--- src/sv/nlsc_pkg.sv ---
// ----------------------------------------------------------------------------
// nlsc_pkg
// Shared types and constants for the length-prefix to start-code converter.
// ----------------------------------------------------------------------------
package nlsc_pkg;

    localparam int unsigned DATA_W        = 8;
    localparam int unsigned LEN_W         = 32;
    localparam int unsigned CFG_IDX_W     = 1;
    localparam int unsigned CFG_DATA_W    = 3;
    localparam int unsigned QUEUE_DEPTH   = 4;
    localparam int unsigned SC_BYTES      = 4;
    localparam int unsigned SC_CNT_W      = 2;
    localparam int unsigned PREFIX_MAX    = 4;

    // register indexes
    localparam logic [CFG_IDX_W-1:0] CFG_CONVERT_ENABLE     = 1'd0;
    localparam logic [CFG_IDX_W-1:0] CFG_LENGTH_FIELD_BYTES = 1'd1;

    localparam logic [DATA_W-1:0] SC_ZERO_BYTE = 8'h00;
    localparam logic [DATA_W-1:0] SC_LAST_BYTE = 8'h01;

    typedef struct packed {
        logic [DATA_W-1:0] data_byte;
        logic              first_of_sample;
        logic [LEN_W-1:0]  sample_length;
    } in_item_t;

    typedef struct packed {
        logic [DATA_W-1:0] out_byte;
        logic              last_of_run;
        logic              end_of_sample;
    } out_item_t;

    // one queued command: either a copied byte or a whole start code
    typedef struct packed {
        logic              start_code;
        logic [DATA_W-1:0] data;
        logic              eos;
    } cmd_t;

endpackage

--- src/sv/nlsc_front.sv ---
// ----------------------------------------------------------------------------
// nlsc_front
// Accepts input bytes, tracks sample and unit state, issues output commands.
// ----------------------------------------------------------------------------
module nlsc_front (
    input  logic                              aclk,
    input  logic                              aresetn,
    input  logic                              cfg_we,
    input  logic [nlsc_pkg::CFG_IDX_W-1:0]    cfg_index,
    input  logic [nlsc_pkg::CFG_DATA_W-1:0]   cfg_wdata,
    input  logic                              in_valid,
    input  logic                              in_ready,
    input  nlsc_pkg::in_item_t                in_item,
    output logic                              push,
    output nlsc_pkg::cmd_t                    push_cmd
);

    typedef enum logic [1:0] {
        PH_LEN,
        PH_PAYLOAD,
        PH_REST
    } phase_t;

    localparam int unsigned LW = nlsc_pkg::LEN_W;
    localparam int unsigned DW = nlsc_pkg::DATA_W;

    logic                                 convert_enable_reg;
    logic [nlsc_pkg::CFG_DATA_W-1:0]      length_field_bytes_reg;

    phase_t          phase_reg, phase_next;
    logic [1:0]      psn_reg, psn_next;
    logic [LW-1:0]   acc_reg, acc_next;
    logic [LW-1:0]   pl_reg, pl_next;
    logic [LW-1:0]   sbl_reg, sbl_next;
    logic [LW-1:0]   total_reg, total_next;

    logic [2:0]      prefix_size;
    logic            accept;

    assign accept = in_valid && in_ready;

    always_comb begin
        if (length_field_bytes_reg == 3'd0) begin
            prefix_size = 3'd1;
        end else if (length_field_bytes_reg > 3'(nlsc_pkg::PREFIX_MAX)) begin
            prefix_size = 3'(nlsc_pkg::PREFIX_MAX);
        end else begin
            prefix_size = length_field_bytes_reg;
        end
    end

    always_comb begin
        logic          eos;
        logic          restart;
        logic [LW-1:0] sbl_eff;
        logic [LW-1:0] sbl_dec;
        logic [LW-1:0] acc_shift;
        logic [LW-1:0] pl_dec;
        logic [LW-1:0] clamp;

        phase_next = phase_reg;
        psn_next   = psn_reg;
        acc_next   = acc_reg;
        pl_next    = pl_reg;
        sbl_next   = sbl_reg;
        total_next = total_reg;
        push       = 1'b0;
        push_cmd   = '0;
        restart    = 1'b0;

        sbl_eff   = in_item.first_of_sample ? in_item.sample_length : sbl_reg;
        sbl_dec   = sbl_eff - LW'(1);
        eos       = (sbl_eff == LW'(1));
        acc_shift = {acc_reg[LW-DW-1:0], in_item.data_byte};
        pl_dec    = (pl_reg != '0) ? pl_reg - LW'(1) : pl_reg;
        clamp     = (acc_shift < sbl_dec) ? acc_shift : sbl_dec;

        if (accept) begin
            if (in_item.first_of_sample) begin
                total_next = in_item.sample_length;
                sbl_next   = in_item.sample_length;
                phase_next = PH_LEN;
                psn_next   = '0;
                acc_next   = '0;
                pl_next    = '0;
            end
            if (sbl_eff != '0) begin
                sbl_next      = sbl_dec;
                push_cmd.eos  = eos;
                push_cmd.data = in_item.data_byte;
                if (!convert_enable_reg) begin
                    push    = 1'b1;
                    restart = eos;
                end else if (in_item.first_of_sample || phase_reg == PH_LEN) begin
                    // a new sample always starts in the length field
                    if ({1'b0, (in_item.first_of_sample ? 2'd0 : psn_reg)} + 3'd1
                            < prefix_size) begin
                        psn_next = (in_item.first_of_sample ? 2'd0 : psn_reg) + 2'd1;
                        acc_next = in_item.first_of_sample
                                 ? LW'(in_item.data_byte) : acc_shift;
                    end else begin
                        push                = 1'b1;
                        push_cmd.start_code = 1'b1;
                        psn_next            = '0;
                        acc_next            = '0;
                        if (in_item.first_of_sample) begin
                            // one-byte prefix on the sample's first byte
                            if (in_item.data_byte == '0 ||
                                    LW'(in_item.data_byte) > in_item.sample_length) begin
                                phase_next = PH_REST;
                            end else begin
                                pl_next = (LW'(in_item.data_byte) < sbl_dec)
                                        ? LW'(in_item.data_byte) : sbl_dec;
                                phase_next = ((LW'(in_item.data_byte) < sbl_dec
                                        ? LW'(in_item.data_byte) : sbl_dec) != '0)
                                        ? PH_PAYLOAD : PH_LEN;
                            end
                        end else if (acc_shift == '0 || acc_shift > total_reg) begin
                            phase_next = PH_REST;
                        end else begin
                            pl_next    = clamp;
                            phase_next = (clamp != '0) ? PH_PAYLOAD : PH_LEN;
                        end
                    end
                    restart = eos;
                end else begin
                    push = 1'b1;
                    if (phase_reg == PH_PAYLOAD) begin
                        pl_next = pl_dec;
                        restart = (pl_dec == '0);
                    end
                    restart = restart || eos;
                end
                if (restart) begin
                    phase_next = PH_LEN;
                    psn_next   = '0;
                    acc_next   = '0;
                    pl_next    = '0;
                end
            end
        end
    end

    always_ff @(posedge aclk) begin
        if (!aresetn) begin
            convert_enable_reg     <= 1'b1;
            length_field_bytes_reg <= nlsc_pkg::CFG_DATA_W'(nlsc_pkg::PREFIX_MAX);
            phase_reg              <= PH_LEN;
            psn_reg                <= '0;
            acc_reg                <= '0;
            pl_reg                 <= '0;
            sbl_reg                <= '0;
            total_reg              <= '0;
        end else begin
            if (cfg_we) begin
                unique case (cfg_index)
                    nlsc_pkg::CFG_CONVERT_ENABLE: begin
                        convert_enable_reg <= cfg_wdata[0];
                    end
                    nlsc_pkg::CFG_LENGTH_FIELD_BYTES: begin
                        length_field_bytes_reg <= cfg_wdata;
                    end
                    default: begin
                    end
                endcase
            end
            phase_reg <= phase_next;
            psn_reg   <= psn_next;
            acc_reg   <= acc_next;
            pl_reg    <= pl_next;
            sbl_reg   <= sbl_next;
            total_reg <= total_next;
        end
    end

endmodule

--- src/sv/nlsc_fifo.sv ---
// ----------------------------------------------------------------------------
// nlsc_fifo
// Small command queue between the front and back parts.
// ----------------------------------------------------------------------------
module nlsc_fifo #(
    parameter int unsigned DEPTH = nlsc_pkg::QUEUE_DEPTH
) (
    input  logic            aclk,
    input  logic            aresetn,
    input  logic            push,
    input  nlsc_pkg::cmd_t  push_cmd,
    output logic            not_full,
    input  logic            pop,
    output logic            head_valid,
    output nlsc_pkg::cmd_t  head_cmd
);

    localparam int unsigned PTR_W = (DEPTH > 1) ? $clog2(DEPTH) : 1;
    localparam int unsigned CNT_W = $clog2(DEPTH + 1);

    nlsc_pkg::cmd_t    mem [DEPTH];
    logic [PTR_W-1:0]  wr_ptr_reg, rd_ptr_reg;
    logic [CNT_W-1:0]  count_reg;

    assign not_full   = (count_reg != CNT_W'(DEPTH));
    assign head_valid = (count_reg != '0);
    assign head_cmd   = mem[rd_ptr_reg];

    always_ff @(posedge aclk) begin
        if (push) begin
            mem[wr_ptr_reg] <= push_cmd;
        end
    end

    always_ff @(posedge aclk) begin
        if (!aresetn) begin
            wr_ptr_reg <= '0;
            rd_ptr_reg <= '0;
            count_reg  <= '0;
        end else begin
            if (push) begin
                wr_ptr_reg <= (wr_ptr_reg == PTR_W'(DEPTH - 1)) ? '0 : wr_ptr_reg + PTR_W'(1);
            end
            if (pop) begin
                rd_ptr_reg <= (rd_ptr_reg == PTR_W'(DEPTH - 1)) ? '0 : rd_ptr_reg + PTR_W'(1);
            end
            if (push && !pop) begin
                count_reg <= count_reg + CNT_W'(1);
            end else if (pop && !push) begin
                count_reg <= count_reg - CNT_W'(1);
            end
        end
    end

endmodule

--- src/sv/nlsc_back.sv ---
// ----------------------------------------------------------------------------
// nlsc_back
// Expands queued commands into output bytes behind an output register.
// ----------------------------------------------------------------------------
module nlsc_back (
    input  logic                 aclk,
    input  logic                 aresetn,
    input  logic                 head_valid,
    input  nlsc_pkg::cmd_t       head_cmd,
    output logic                 pop,
    output logic                 m_valid,
    input  logic                 m_ready,
    output nlsc_pkg::out_item_t  m_item
);

    localparam int unsigned CW = nlsc_pkg::SC_CNT_W;

    logic                 m_valid_reg;
    nlsc_pkg::out_item_t  m_item_reg, m_item_next;
    logic [CW-1:0]        cnt_reg;
    logic                 load;
    logic                 cmd_last;

    assign load     = head_valid && (!m_valid_reg || m_ready);
    assign cmd_last = !head_cmd.start_code || (cnt_reg == CW'(nlsc_pkg::SC_BYTES - 1));
    assign pop      = load && cmd_last;
    assign m_valid  = m_valid_reg;
    assign m_item   = m_item_reg;

    always_comb begin
        m_item_next.last_of_run   = cmd_last;
        m_item_next.end_of_sample = cmd_last && head_cmd.eos;
        if (!head_cmd.start_code) begin
            m_item_next.out_byte = head_cmd.data;
        end else if (cmd_last) begin
            m_item_next.out_byte = nlsc_pkg::SC_LAST_BYTE;
        end else begin
            m_item_next.out_byte = nlsc_pkg::SC_ZERO_BYTE;
        end
    end

    always_ff @(posedge aclk) begin
        if (load) begin
            m_item_reg <= m_item_next;
        end
    end

    always_ff @(posedge aclk) begin
        if (!aresetn) begin
            m_valid_reg <= 1'b0;
            cnt_reg     <= '0;
        end else begin
            if (load) begin
                m_valid_reg <= 1'b1;
                cnt_reg     <= cmd_last ? '0 : cnt_reg + CW'(1);
            end else if (m_ready) begin
                m_valid_reg <= 1'b0;
            end
        end
    end

endmodule

--- src/sv/nal_length_prefix_to_start_code.sv ---
// ----------------------------------------------------------------------------
// nal_length_prefix_to_start_code
// Converts length-prefixed NAL units to start-code byte streams.
// ----------------------------------------------------------------------------
// The s_ channel takes one sample byte per item, with first_of_sample and the
// sample's length on its first byte. The m_ channel gives output bytes;
// last_of_run marks the last byte caused by one input item and end_of_sample
// the byte that closes the sample.
// Prefix bytes and out-of-sample bytes give no output. A completed prefix
// gives the four-byte start code; other bytes give one output byte each.
// With the queue empty, an item's first output goes through a queue entry
// and then the output register before it is on m_.
// Throughput: one input item per cycle while the command queue has room; the
// back end sends one byte per cycle while m_ready allows, so a start code holds it
// for its four bytes and the queue (QUEUE_DEPTH entries) absorbs that burst.
// A stalled m_ready holds the output register; the queue then fills and
// s_ready drops once it is full.
// Reset (aresetn low, synchronous) empties the queue and the output, clears
// all unit and sample state and loads convert_enable = 1 and a four-byte
// length field. cfg_we writes a register; write it only idle.
// ----------------------------------------------------------------------------
module nal_length_prefix_to_start_code #(
    parameter int unsigned QUEUE_DEPTH = nlsc_pkg::QUEUE_DEPTH
) (
    input  logic                             aclk,
    input  logic                             aresetn,
    input  logic                             cfg_we,
    input  logic [nlsc_pkg::CFG_IDX_W-1:0]   cfg_index,
    input  logic [nlsc_pkg::CFG_DATA_W-1:0]  cfg_wdata,
    input  logic                             s_valid,
    output logic                             s_ready,
    input  nlsc_pkg::in_item_t               s_item,
    output logic                             m_valid,
    input  logic                             m_ready,
    output nlsc_pkg::out_item_t              m_item
);

    logic            push;
    nlsc_pkg::cmd_t  push_cmd;
    logic            pop;
    logic            head_valid;
    nlsc_pkg::cmd_t  head_cmd;

    nlsc_front u_front (
        .aclk      (aclk),
        .aresetn   (aresetn),
        .cfg_we    (cfg_we),
        .cfg_index (cfg_index),
        .cfg_wdata (cfg_wdata),
        .in_valid  (s_valid),
        .in_ready  (s_ready),
        .in_item   (s_item),
        .push      (push),
        .push_cmd  (push_cmd)
    );

    nlsc_fifo #(
        .DEPTH (QUEUE_DEPTH)
    ) u_fifo (
        .aclk       (aclk),
        .aresetn    (aresetn),
        .push       (push),
        .push_cmd   (push_cmd),
        .not_full   (s_ready),
        .pop        (pop),
        .head_valid (head_valid),
        .head_cmd   (head_cmd)
    );

    nlsc_back u_back (
        .aclk       (aclk),
        .aresetn    (aresetn),
        .head_valid (head_valid),
        .head_cmd   (head_cmd),
        .pop        (pop),
        .m_valid    (m_valid),
        .m_ready    (m_ready),
        .m_item     (m_item)
    );

endmodule

--- config.mk ---
export PLATFORM = sky130hd
export DESIGN_NAME = nal_length_prefix_to_start_code
export DESIGN_NICKNAME = d
export VERILOG_FILES = /design/src/sv/nlsc_pkg.sv /design/src/sv/nlsc_front.sv /design/src/sv/nlsc_fifo.sv /design/src/sv/nlsc_back.sv /design/src/sv/nal_length_prefix_to_start_code.sv
export SDC_FILE = /design/constraint.sdc
export NUM_CORES = 1
export LEC_CHECK = 0
export BUFFER_PORTS_ARGS = -buffer_cell sky130_fd_sc_hd__buf_2
export CAP_MARGIN = 20
export CORE_MARGIN = 2
export CORE_UTILIZATION = 49
export DETAILED_ROUTE_END_ITERATION = 10
export GPL_TIMING_DRIVEN = 0
export HOLD_SLACK_MARGIN = 0.1
export PLACE_DENSITY_LB_ADDON = 0.25
export SLEW_MARGIN = 20
export SYNTH_ARGS = -nofsm -noshare
export SYNTH_HDL_FRONTEND = slang
export SYNTH_SLANG_ARGS = --single-unit
--- constraint.sdc ---
create_clock -name aclk -period 9.4 [get_ports aclk]
set_clock_uncertainty 0.15 [all_clocks]
set_input_delay 0.94 -clock aclk [delete_from_list [all_inputs] [get_ports aclk]]
set_output_delay 0.94 -clock aclk [all_outputs]
set_load 0.01 [all_outputs]
==> impl_metrics.csv, run 1 <==
group,metric,value,unit
synthesis,synth_common_cells,"nand2_1, dfxtp_1, o21ai_0",
flow_run,maxCapViolCount,0,
drt,wl_per_cell,24.10,µm
place,postPlaceCellArea,14270,µm²
timing,drv_slew,0,
worst_setup_path,crit-reg2reg-launch,"u_front.sbl_reg[0]$_SDFFE_PN0P_",
grt,grt_max_degree,22,
clock_network,numCtsBuffers,17,
die,core,27030,µm²
timing,fin_crit,8.993,ns
clock_network,cts_tree,"yes",
worst_setup_path,critPathMaxFanout,19,
drt,firstDrtPassIters,6,
pwr,p_leak,0.005849,µW
timing,worst-slew-pin-transition,1.237,ns
outcome,outcome,"finished clean",
synthesis,synth_area,13530,µm²
grt,overflow,0,
grt,first_global_vias,12741,
die,io_pins,62,
drt,wl,49850,µm
finish,fin_nets,1849,
place,hpwl,38110,µm
worst_setup_path,required,9.59,ns
synthesis,yosysWarnings,0,
synthesis,synth.avg_cell_area,8.299,µm²
synthesis,synth.most_common_cell,"nand2_1",
die,start_util,50.05,%
clock_network,cts.path.max_buffers,2,
grt,grt_first_pass_wirelength,75850,µm
synthesis,synth-main-ff-cell,"dfxtp_1",
timing,relSlewSlack,17.23,%
synthesis,synth-edff-count,50,
synthesis,synth-seq-area-share,31.82,%
worst_hold_path,hold_class,"reg -> reg",
worst_setup_path,worst-setup-path-type,"in -> reg",
synthesis,synth_area_leaders,"dfxtp_1, edfxtp_1, ha_1, nand2_1, mux2i_1",
worst_setup_path,arrival,9.18,ns
synthesis,synth-seq-cells,190,
worst_setup_path,regToRegSetupSlack,2.85,ns
drt,vias,13689,
worst_hold_path,hold_path_startpoint,"u_front.total_reg[20]$_SDFFE_PN0P_",
grt,grt.total_usage,34.75,%
pwr,cellPowerDensity,195.1,nW/µm²
finish,syn_to_final_growth,10.22,%
worst_setup_path,cp-end-kind,"flip-flop",
clock_network,root_buffer,"clkbuf_16",
place,gp_congestion,0.9886,
drt,dr.first_iter.drc_count,1795,
synthesis,synth_top_area_share,20.72,%
timing,hold_ws,0.3171,ns
finish,largest_register_ff_count,40,
clock_network,cts_htree_levels,4,
die,die_y,170.2,µm
synthesis,synth_nets,1766,
drt,ant_nets,0,
die,die_w,170.2,µm
synthesis,async_flop_share,0,%
synthesis,yosysTopAreaCell,"dfxtp_1",
pwr,ir_worst_vdd,0.0001127,V
timing,fmax,0.1112,GHz
place,dp_cells,2033,
timing,finalSetupViolCount,0,
finish,final_core_util,55.17,%
finish,layout-drive-gt1-share,9.733,%
die,fp-row-count,60,
synthesis,synth_cell_types,87,
clock_network,clkTransAtPathRegs,0.08,ns
worst_setup_path,startpoint,"s_item[32]",
timing,fin_crit_sh,95.67,%
clock_network,clock_latency,0.45,ns
worst_setup_path,worstRegToRegCells,20,
place,port_buffers,61,
finish,top_register,"u_fifo.mem",
synthesis,netlist_instances,1630,
timing,rsz0062_at_grt,"no",
clock_network,clock_sinks,190,
grt,antenna_found_initial,0,
finish,stdcell_area,14910,µm²
die,fp.dieArea,28950,µm²
worst_hold_path,hold_path_depth,2,
drt,vias_per_cell,6.619,
timing,hold_violations,0,
drt,drc,0,
worst_setup_path,startpoint_type,"input pin",
finish,fin_cells,2068,
==> power breakdown <==
part           switching [µW]  internal (µW)  total [µW]  leakage [µW]
Combinational             727            402        1130       0.00394
Clock                     400            365         766      0.000297
Sequential               71.7            942        1010       0.00161
Total                    1200           1710        2910       0.00585
==> cell type report <==
type	count	area, µm²
diodes	1	2.502
plain buffers	90	370.4
clock buffers	17	425.4
clock inverters	15	182.7
fillers	2571	12120
inverters	88	330.3
multi-input cells	1261	8534
flip-flops and latches	190	4304
well taps	341	426.7
repair buffers	65	332.8
==> path summary, 6_finish.rpt <==
path | end
setup reg to reg | u_front.pl_reg[3]$_SDFFE_PN0P_
hold / removal | u_front.total_reg[20]$_SDFFE_PN0P_
hold reg to reg | u_front.total_reg[20]$_SDFFE_PN0P_
setup / recovery | u_front.pl_reg[3]$_SDFFE_PN0P_
==> layer usage <==
layer | vias to the layer above | share of wire, % | track usage [%]
met5 | - | 0 | 0
met4 | 0 | 3.7 | 13.42
met3 | 137 | 11 | 6.930
met2 | 817 | 43 | 53.09
met1 | 6509 | 42 | 48.34
li1 | 6226 | - | -
==> stage by stage <==
stage	total power, µW	setup WS [ns]	setup TNS [ns]
2_1_floorplan	1766	1.911	0
3_3_place_gp	2107	-1.136	-25.01
3_5_place_dp	2119	-1.163	-26.39
4_1_cts	2876	0.3763	0
5_1_grt	3046	0.2059	0
6_report	2909	0.4068	0
==> placed cells by master, fill, tap and decap left out, types with 13 or more instances in the layout <==
cell type  count
a22o_1        25
nand3_1       38
edfxtp_1      50
nor3b_1       14
o21ai_0      102
nor2b_1       32
or4_1         21
and2_1        27
ha_1          85
nor2_1        83
clkbuf_16     17
nor3_1        48
dfxtp_1      140
xnor2_1       18
a21oi_1       75
a31oi_1       13
a22oi_1       15
o22ai_1       17
buf_2         73
mux2i_1       54
o211ai_1      16
inv_1         87
and3_1        21
clkbuf_1      67
nand2_1      206
or3_1         22
nor4_1        31
xor2_1        14
nand4_1       30
a211oi_1      13
a21boi_0      46
==> critical path, stage by stage <==
cell and delay (ns):
buf_2 0.11, buf_2 0.24, buf_4 0.23, buf_4 0.23, buf_4 0.33, clkbuf_2 0.40
buf_1 0.50, clkbuf_2 0.44, mux2i_1 0.36, ha_1 0.31, nor4b_1 0.53, nor2_1 0.28
nor2_1 0.17, buf_2 0.26, nand2_1 0.10, xnor2_1 0.56, ha_1 0.37, nand2_1 0.06
o21ai_0 0.09, a221oi_1 0.28, o21ai_0 0.28, a211oi_4 0.40, clkbuf_2 0.35, clkbuf_1 0.48
o21ai_0 0.21, a221oi_1 0.30, o21ai_1 0.16, o311a_1 0.16
==> kinds of logic after synthesis <==
group,Yosys count,share of synthesized area (%)
buf+inv,179,5.180
compound gates,430,21.45
fa+ha+maj,86,8.010
mux,75,6.604
flops,190,31.82
simple gates,637,24.74
xor+xnor,33,2.192
==> timing repair <==
item,CTS,global route
resized for setup,3,2
pin swaps,0,1
endpoints found under the setup margin,29,13
hold buffers,0,0
buffers inserted,0,3
Power figures use the tool's default switching activity.
==> inputs of run 2 (changes only) <==
--- a/config.mk
+++ b/config.mk
@@ -5,6 +5,7 @@
 export SDC_FILE = /design/constraint.sdc
 export NUM_CORES = 1
 export LEC_CHECK = 0
+export ABC_AREA = 1
 export BUFFER_PORTS_ARGS = -buffer_cell sky130_fd_sc_hd__buf_2
 export CAP_MARGIN = 20
 export CORE_MARGIN = 2
@@ -13,6 +14,7 @@
 export GPL_TIMING_DRIVEN = 0
 export HOLD_SLACK_MARGIN = 0.1
 export PLACE_DENSITY_LB_ADDON = 0.25
+export RECOVER_POWER = 100
 export SLEW_MARGIN = 20
 export SYNTH_ARGS = -nofsm -noshare
 export SYNTH_HDL_FRONTEND = slang
==> constraint.sdc (replaced) <==
create_clock -name aclk -period 10.5 [get_ports aclk]
set_clock_uncertainty 0.15 [all_clocks]
set_input_delay 1.05 -clock aclk [delete_from_list [all_inputs] [get_ports aclk]]
set_output_delay 1.05 -clock aclk [all_outputs]
set_load 0.01 [all_outputs]
==> run 2 against run 1 <==
  * The flow now finishes with violations (capacitance limit, slew limit)
  * Final area rose by 11%
  * Sequential power barely moved
  * Routed wire length rose by 29%
  * Sequential share of layout area fell by 2.9 points
  * Clock power fell by 15%
  * Register-to-register slack improved by 1.5 ns
  * Hold slack got worse by 0.0044 ns
  * Non-clock buffer count rose by 20
  * Sequential cell count did not move
==> impl_metrics.csv, run 2 <==
group,metric,value,unit
timing,worst-slew-pin-transition,1.556,ns
finish,top_register,"u_fifo.mem",
synthesis,synth_area,15300,µm²
outcome,outcome,"finished, violations left",
worst_setup_path,arrival,7.51,ns
flow_run,maxCapViolCount,2,
timing,fin_ws,3.171,ns
worst_setup_path,critPathMaxStageDelay,0.48,ns
drt,dr.first_iter.drc_count,2531,
grt,grt_first_pass_wirelength,95910,µm
synthesis,synth-seq-cells,190,
die,core,30670,µm²
worst_setup_path,cp-end-kind,"flip-flop",
worst_hold_path,hold_class,"reg -> reg",
synthesis,async_flop_share,0,%
timing,finalSetupViolCount,0,
worst_setup_path,startpoint,"s_item[32]",
timing,fin_crit_sh,69.80,%
clock_network,numCtsBuffers,17,
die,fp.dieArea,32650,µm²
synthesis,yosysWarnings,0,
outcome,violations,"capacitance limit, slew limit",
worst_setup_path,crit-reg2reg-launch,"u_front.sbl_reg[1]$_SDFFE_PN0P_",
synthesis,synth_cell_types,56,
timing,fin_crit,7.329,ns
place,post-place-ws,4.418,ns
die,io_pins,62,
die,die_y,180.7,µm
worst_setup_path,regToRegSetupSlack,4.37,ns
worst_setup_path,required,10.68,ns
synthesis,synth_common_cells,"nand2_1, inv_1, nor2_1",
finish,largest_register_ff_count,40,
finish,final_common_cell,"nand2_1",
pwr,power_switching,1537,µW
drt,vias_per_cell,6.116,
clock_network,cts.path.max_buffers,2,
finish,fin_nets,2645,
pwr,p_int,1644,µW
drt,firstDrtPassIters,7,
synthesis,synth_area_leaders,"dfxtp_1, nand2_1, edfxtp_1, o21ai_0, inv_1",
clock_network,clock_latency,0.47,ns
synthesis,synth_nets,2567,
pwr,total_power,3180,µW
clock_network,root_buffer,"clkbuf_16",
place,gp_congestion,1.031,
worst_setup_path,startpoint_type,"input pin",
worst_hold_path,hold_path_startpoint,"u_front.total_reg[3]$_SDFFE_PN0P_",
synthesis,synth-seq-area-share,28.14,%
timing,fmax,0.1364,GHz
pwr,p_comb_share,47.2,%
finish,stdcell_area,16550,µm²
synthesis,synth-main-ff-cell,"dfxtp_1",
place,port_buffers,59,
timing,rsz0062_at_grt,"no",
pwr,seqPwrFrac,32.4,%
clock_network,post_cts_buffers,0,
die,die_w,180.7,µm
drt,wl_per_cell,22.03,µm
synthesis,synth_top_area_share,18.32,%
place,postPlaceCellArea,16100,µm²
worst_setup_path,cp_slowest_cell,"clkbuf_1",
grt,grt_max_degree,20,
synthesis,synth.most_common_cell,"nand2_1",
timing,totalNegativeSetupSlack,0,ns
drt,ant_nets,0,
synthesis,yosysTopAreaCell,"dfxtp_1",
finish,final_cell_mix,"nand2_1, inv_1, nor2_1",
clock_network,cts_tree,"yes",
finish,syn_to_final_growth,8.187,%
die,fp-row-count,64,
timing,hold_violations,0,
clock_network,clock_sinks,190,
synthesis,synth.avg_cell_area,6.293,µm²
place,hpwl,50810,µm
grt,grt.total_usage,38.54,%
timing,drv_slew,20,
pwr,cellPowerDensity,192.2,nW/µm²
finish,final_core_util,53.96,%
clock_network,clkTransAtPathRegs,0.08,ns
grt,first_global_vias,16337,
drt,wl,64300,µm
drt,drc,0,
clock_network,hold_buffers,0,
timing,relSlewSlack,-4.207,%
pwr,sw_frac_of_total,48.31,%
grt,antenna_found_initial,2,
finish,layout-drive-gt1-share,5.948,%
worst_setup_path,worst-setup-path-type,"in -> reg",
synthesis,synth-edff-count,50,
worst_setup_path,critPathMaxFanout,10,
grt,overflow,0,
die,start_util,49.88,%
pwr,pwr-share-clk,20.4,%
pwr,p_leak,0.007379,µW
synthesis,netlist_instances,2431,
drt,vias,17852,
clock_network,ctsResizeCount,0,
clock_network,cts_htree_levels,4,
pwr,ir_worst_vdd,0.0001665,V
worst_setup_path,cpMostUsedCell,"nand2_1",
==> run 2: cell count changes after synthesis, moves of 32 or more <==
cell,before,now
nor2b_1,32,0
inv_1,87,306
mux2i_1,54,1
a21boi_0,46,0
nand2_1,206,597
o21ai_0,102,245
nand3_1,38,168
nor2_1,83,252
a21oi_1,75,158
==> run 2: critical path, delay by kind of cell <==
family | cells | cell delay, ns
simple gates | 27 | 4.13
buf+inv | 4 | 1.68
fa+ha+maj | 2 | 0.57
compound gates | 1 | 0.07
==> run 2: final timing paths <==
check                                                          to  cells after the start
worst max-delay path            u_front.phase_reg[0]$_SDFFE_PN0P_                     34
worst min-delay path            u_front.total_reg[3]$_SDFFE_PN0P_                      2
worst max register to register  u_front.phase_reg[0]$_SDFFE_PN0P_                     33
worst min register to register  u_front.total_reg[3]$_SDFFE_PN0P_                      2
==> run 2: cell families after synthesis <==
logic type / synth area share [%]
DFF: 28.14
buffers and inverters: 11.24
xor gates and xnor gates: 1.309
and+or+nand+nor: 32.27
AOI/OAI and AO/OA: 19.90
muxes: 0.06544
adders and majority gates: 7.083
==> run 2: layer usage <==
metal	wire length, µm	share of wire [%]	track usage (%)
met1	25740	40	52.31
met2	26880	42	57.28
met3	9193	14	12.34
met4	2462	3.8	13.87
met5	18	0.028	0
==> run 2: power by group through the flow <==
stage                     clock (µW)  combinational, µW  sequential, µW
after floorplan                    0                991             985
after global placement             0               1420            1040
after detailed placement           0               1440            1040
after CTS                        659               1450            1020
after global routing             686               1650            1040
final                            650               1500            1030
==> run 2: metrics by stage <==
step / instances / hold slack (ns)
after floorplan: 2431 / 0.2831
after global placement: 2886 / 0.2951
after detailed placement: 2886 / 0.3036
after CTS: 2918 / 0.3171
after global routing: 2918 / 0.3324
final: 2919 / 0.3127
==> run 2: area by class of cell <==
class                           instances  area [µm²]
Sequential cell                       190        4304
Tap cell                              396       495.5
Multi-Input combinational cell       1813        9233
Clock buffer                           19       432.9
Timing Repair Buffer                   59       280.3
Clock inverter                         13       130.1
Buffer                                116       498.0
Inverter                              312        1174
Fill cell                            3242       14120
Antenna cell                            1       2.502
